## src/hw/rtl/text_console_writer_unit_defines.svh

```systemverilog
// ---------------------------------------------------------------------------
// text_console_writer_unit_defines
// Assertion macros for the text console writer.
// ---------------------------------------------------------------------------
`ifndef TEXT_CONSOLE_WRITER_UNIT_DEFINES_SVH
`define TEXT_CONSOLE_WRITER_UNIT_DEFINES_SVH
`ifndef SYNTHESIS
`define TCW_ASSERT(label, clk, rst, prop) \
   label: assert property (@(posedge clk) disable iff (rst) prop) else $error("%m failed");
`define TCW_ASSERT_R(label, clk, prop) \
   label: assert property (@(posedge clk) prop) else $error("%m failed");
`else
`define TCW_ASSERT(label, clk, rst, prop)
`define TCW_ASSERT_R(label, clk, prop)
`endif
`endif

```

## src/hw/rtl/tcw_pkg.sv

```systemverilog
// ---------------------------------------------------------------------------
// tcw_pkg
// Shared constants and types for the text console writer.
// ---------------------------------------------------------------------------
package tcw_pkg;
   localparam int COLUMNS_DEF = 80;
   localparam int ROWS_DEF    = 25;
   localparam logic [7:0] BLANK_CHAR   = 8'h20;
   localparam logic [7:0] NEWLINE_CHAR = 8'h0A;
   localparam logic [7:0] DEFAULT_ATTR = 8'h07;

   localparam logic [3:0] OP_PUT   = 4'd0;
   localparam logic [3:0] OP_BKSP  = 4'd1;
   localparam logic [3:0] OP_UP    = 4'd2;
   localparam logic [3:0] OP_DOWN  = 4'd3;
   localparam logic [3:0] OP_LEFT  = 4'd4;
   localparam logic [3:0] OP_RIGHT = 4'd5;
   localparam logic [3:0] OP_SET   = 4'd6;
   localparam logic [3:0] OP_CLEAR = 4'd7;
   localparam logic [3:0] OP_SUP   = 4'd8;
   localparam logic [3:0] OP_SDN   = 4'd9;
   localparam logic [3:0] OP_WRITE = 4'd10;
   localparam logic [3:0] OP_READ  = 4'd11;

   // classified command passed from front to back
   typedef struct packed {
      logic [3:0] func;
      logic [7:0] char_code;
      logic [7:0] col_x;
      logic [7:0] row_y;
      logic [7:0] cell_attr;
      logic       in_range;
   } cmd_type;
endpackage

```

## src/hw/rtl/tcw_front.sv

```systemverilog
// ---------------------------------------------------------------------------
// tcw_front
// Accept commands, check the target range and queue them (two entries).
// ---------------------------------------------------------------------------
module tcw_front #(
   parameter int COLUMNS = tcw_pkg::COLUMNS_DEF,
   parameter int ROWS    = tcw_pkg::ROWS_DEF
) (
   input  logic             clock,
   input  logic             reset,
   input  logic             push,
   input  logic [3:0]       func,
   input  logic [7:0]       char_code,
   input  logic [7:0]       col_x,
   input  logic [7:0]       row_y,
   input  logic [7:0]       cell_attr,
   output logic             full,
   output logic             q_valid,
   output tcw_pkg::cmd_type q_cmd,
   input  logic             pop
);
   tcw_pkg::cmd_type q_ff [2];
   logic             wp_ff, wp_in, rp_ff, rp_in;
   logic [1:0]       cnt_ff, cnt_in;
   tcw_pkg::cmd_type cmd;

   // classify the incoming transaction
   always_comb begin
      cmd.func      = func;
      cmd.char_code = char_code;
      cmd.col_x     = col_x;
      cmd.row_y     = row_y;
      cmd.cell_attr = cell_attr;
      cmd.in_range  = (32'(col_x) < COLUMNS) && (32'(row_y) < ROWS);
   end

   // advance pointers and count
   always_comb begin
      wp_in  = wp_ff ^ push;
      rp_in  = rp_ff ^ pop;
      cnt_in = cnt_ff + 2'(push) - 2'(pop);
   end

   always_ff @(posedge clock) begin
      if (reset) begin
         wp_ff  <= 1'b0;
         rp_ff  <= 1'b0;
         cnt_ff <= '0;
      end else begin
         wp_ff  <= wp_in;
         rp_ff  <= rp_in;
         cnt_ff <= cnt_in;
      end
   end

   always_ff @(posedge clock) begin
      if (push) q_ff[wp_ff] <= cmd;
   end

   assign full    = (cnt_ff == 2'd2);
   assign q_valid = (cnt_ff != 2'd0);
   assign q_cmd   = q_ff[rp_ff];
endmodule

```

## config.mk

```make
export PLATFORM = sky130hd
export DESIGN_NAME = tcw_front
export DESIGN_NICKNAME = d
export VERILOG_FILES = /design/src/hw/rtl/text_console_writer_unit_defines.svh /design/src/hw/rtl/tcw_pkg.sv /design/src/hw/rtl/tcw_front.sv
export SDC_FILE = /design/constraint.sdc
export NUM_CORES = 1
export LEC_CHECK = 0
export BUFFER_PORTS_ARGS = -buffer_cell sky130_fd_sc_hd__clkbuf_2
export CAP_MARGIN = 10
export CELL_PAD_IN_SITES_DETAIL_PLACEMENT = 0
export CELL_PAD_IN_SITES_GLOBAL_PLACEMENT = 1
export CORE_ASPECT_RATIO = 0.75
export CORE_MARGIN = 2
export CORE_UTILIZATION = 47
export DETAILED_ROUTE_END_ITERATION = 8
export HOLD_SLACK_MARGIN = 0.1
export PLACE_DENSITY_LB_ADDON = 0.1
export SYNTH_ARGS = -nofsm -noshare
export SYNTH_HDL_FRONTEND = slang
export SYNTH_SLANG_ARGS = --single-unit
```

## constraint.sdc

```tcl
create_clock -name clock -period 4.8 [get_ports clock]
set_input_delay 0.72 -clock clock [delete_from_list [all_inputs] [get_ports clock]]
set_output_delay 0.72 -clock clock [all_outputs]
set_load 0.03 [all_outputs]
```

==> impl_metrics.sql <==
INSERT INTO impl_metrics (metric_group, metric, value, unit) VALUES
('run_status', 'outcome', 'finished, final reports clean', ''),
('clock_network', 'cts-htree-levels', '3', ''),
('drt', 'antenna_violating_nets_post_route', '0', ''),
('floorplanning', 'initial_util', '0.479', ''),
('floorplanning', 'die_area', '7010', 'µm²'),
('drt', 'via_count', '1455', ''),
('timing', 'timing.final.setup_violations', '0', ''),
('floorplanning', 'die_height', '73.0', 'µm'),
('place', 'hpwl', '3130', 'µm'),
('global_route', 'grt_antenna_before_repair', '0', ''),
('critical_path', 'crit_chain', 'mux2_2 > clkbuf_2', ''),
('yosys', 'synth_area_leader_cell', 'sky130_fd_sc_hd__edfxtp_1', ''),
('layout', 'ff_latch_area', '2300', 'µm²'),
('place', 'portBuffers', '78', ''),
('yosys', 'ys_types', '17', ''),
('power_and_ir_drop', 'power.net_switching', '0.370', 'mW'),
('timing', 'grt_setup_unrepaired', 'false', ''),
('critical_path', 'worst-setup-path-type', 'register to output port', ''),
('drt', 'post-route-drc-count', '0', ''),
('power_and_ir_drop', 'power_density', '437', 'nW/µm²'),
('floorplanning', 'core_area', '6220', 'µm²'),
('clock_network', 'numCtsBuffers', '9', ''),
('power_and_ir_drop', 'seqPwrFrac', '0.511', ''),
('clock_network', 'cts_resized', '0', ''),
('timing', 'summed_negative_setup_slack_over_all_endpoints', '0', 'ps'),
('clock_network', 'tritoncts_num_sinks', '78', ''),
('yosys', 'synth.cells.most_frequent', 'sky130_fd_sc_hd__edfxtp_1 (74), sky130_fd_sc_hd__mux2_4 (20), sky130_fd_sc_hd__mux2_2 (17), sky130_fd_sc_hd__dfxtp_1 (4), sky130_fd_sc_hd__ha_1 (4)', ''),
('layout', 'final_layout_size_suffix_gt1_frac', '0.581', ''),
('power_and_ir_drop', 'finalPower', '1.60', 'mW'),
('yosys', 'synth_sequential_area_ratio', '0.771', ''),
('floorplanning', 'fp-row-count', '25', ''),
('critical_path', 'endpoint_kind', 'output port', ''),
('yosys', 'synth_enable_flop_cells', '74', ''),
('clock_network', 'cts.root.buffer_cell', 'sky130_fd_sc_hd__clkbuf_8', ''),
('layout', 'layoutNonFillerInstCount', '308', ''),
('power_and_ir_drop', 'vdd_drop_max', '0.209', 'mV'),
('drt', 'route.final.wire_length', '4570', 'µm'),
('yosys', 'syn_inst', '138', ''),
('global_route', 'grt_max_degree', '39', ''),
('drt', 'detail_route.vias_per_cell', '4.72', ''),
('yosys', 'async_flop_share', '0', ''),
('critical_path', 'cp_slowest_cell', 'sky130_fd_sc_hd__dfxtp_2', ''),
('layout', 'area_growth', '22.9', '%'),
('clock_network', 'clk_pin_slew', '70', 'ps'),
('critical_path', 'cp_data_required_time', '4080', 'ps'),
('layout', 'fillers', '484', ''),
('drt', 'firstDrtPassIters', '4', ''),
('floorplanning', 'io_pins', '79', ''),
('timing', 'finalHoldViolations', '0', ''),
('yosys', 'syn_area_per_cell', '21.6', 'µm²'),
('clock_network', 'worst_case_clock_buffer_depth', '2', ''),
('clock_network', 'tritoncts', 'built', ''),
('clock_network', 'post-cts-setup-buffer-count', '0', ''),
('floorplanning', 'die_width', '96.0', 'µm'),
('layout', 'num_antenna_cells', '0', ''),
('timing', 'max_freq', '365', 'MHz'),
('power_and_ir_drop', 'swShare', '0.231', ''),
('yosys', 'post-synth-top-area-fraction', '0.745', ''),
('yosys', 'ys_warn_count', '0', ''),
('power_and_ir_drop', 'power_leakage', '1.46', 'nW'),
('place', 'placedCellCount', '293', ''),
('power_and_ir_drop', 'power_report.internal_total', '1.23', 'mW'),
('critical_path', 'critPathLaunchType', 'register', ''),
('timing', 'worstMarginPinSlew', '1080', 'ps'),
('global_route', 'globalRouteOverflowTotal', '0', ''),
('critical_path', 'cp_max_fo', '38', ''),
('yosys', 'synthTopCellsByArea', 'sky130_fd_sc_hd__edfxtp_1 (74%), sky130_fd_sc_hd__mux2_4 (10%), sky130_fd_sc_hd__mux2_2 (6.4%), sky130_fd_sc_hd__dfxtp_1 (2.7%), sky130_fd_sc_hd__ha_1 (1.7%)', ''),
('timing', 'timing.final.max_slew_violations', '0', ''),
('job', 'drv.max_cap_violation_count', '0', ''),
('power_and_ir_drop', 'clock_power_share', '0.340', ''),
('timing', 'finalCriticalPeriod', '2740', 'ps');
## routing by layer
metal | vias up | track usage | routed length [µm]
li1 | 704 | - | -
met1 | 690 | 0.135 | 1760
met2 | 53 | 0.233 | 2390
met3 | 8 | 0.0754 | 348
met4 | 0 | 0.0524 | 78
met5 | - | 0 | 0
## layout by cell type, fill, tap and decap left out
cell and n:
sky130_fd_sc_hd__clkbuf_2 78, sky130_fd_sc_hd__edfxtp_1 74, sky130_fd_sc_hd__mux2_4 20, sky130_fd_sc_hd__mux2_2 17, sky130_fd_sc_hd__clkbuf_8 9, sky130_fd_sc_hd__inv_1 3, sky130_fd_sc_hd__nor2_1 3, sky130_fd_sc_hd__bufinv_16 3
sky130_fd_sc_hd__dfxtp_1 3, sky130_fd_sc_hd__nor2b_1 2, sky130_fd_sc_hd__ha_1 2, sky130_fd_sc_hd__ha_2 2, sky130_fd_sc_hd__or2_2 1, sky130_fd_sc_hd__o311ai_0 1, sky130_fd_sc_hd__nor4_1 1, sky130_fd_sc_hd__o21ai_0 1
sky130_fd_sc_hd__and3_1 1, sky130_fd_sc_hd__xnor2_1 1, sky130_fd_sc_hd__xnor3_1 1, sky130_fd_sc_hd__clkinv_2 1, sky130_fd_sc_hd__clkbuf_1 1, sky130_fd_sc_hd__clkinv_1 1, sky130_fd_sc_hd__dfxtp_2 1
## logic make-up after synthesis
group                      after synthesis  share of synthesized area
xor gates and xnor gates                 2                     0.0105
AOI/OAI and AO/OA                        2                    0.00461
DFF                                     78                      0.771
adders and majority gates                4                     0.0168
and+or+nand+nor                          8                     0.0143
muxes                                   37                      0.165
buffers and inverters                    7                     0.0176
## power by group through the flow
stage / logic [mW] / clock network [mW] / registers, mW
2_1_floorplan: 0.188 / 0 / 0.818
3_3_place_gp: 0.235 / 0 / 0.833
3_5_place_dp: 0.241 / 0 / 0.837
4_1_cts: 0.242 / 0.560 / 0.822
5_1_grt: 0.253 / 0.580 / 0.825
6_report: 0.238 / 0.546 / 0.820
## sequential cells by signal (all words and copies together), names as in the netlist
register,cells
wp_ff,1
rp_ff,1
cnt_ff,2
q_ff,74
## cell type report
cell class,instances,area share
multi-input combinational,53,0.173
sequential,78,0.628
inverter,3,0.00307
tap,81,0.0276
timing repair buffer,78,0.106
clock inverter,5,0.0270
clock buffer,10,0.0348
## metrics by stage
| step | hold WS, ps | setup WS [ps] | cell area [µm²] | util |
|---|---|---|---|---|
| after detailed placement | 572 | 2390 | 3440 | 0.553 |
| after floorplan | 519 | 2740 | 2980 | - |
| after global routing | 555 | 1960 | 3670 | 0.589 |
| final | 575 | 2060 | 3670 | 0.589 |
| after CTS | 553 | 2000 | 3670 | 0.589 |
| after global placement | 552 | 2440 | 3440 | 0.553 |
## critical path, delay by kind of cell, from the launching register on
kind                   cells  cell delay (ps)
DFF                        1             1050
buffers and inverters      1              180
muxes                      1              430
## final timing paths
kind         startpoint     endpoint  slack, ps  cells after the start
min            col_x[2]  q_ff[1][19]        580                      1
min reg2reg       wp_ff        wp_ff        580                      3
max               rp_ff    q_cmd[35]       2060                      2
max reg2reg       wp_ff  q_ff[0][22]       3260                      2
Note: power is estimated with default switching activity, not from simulation.
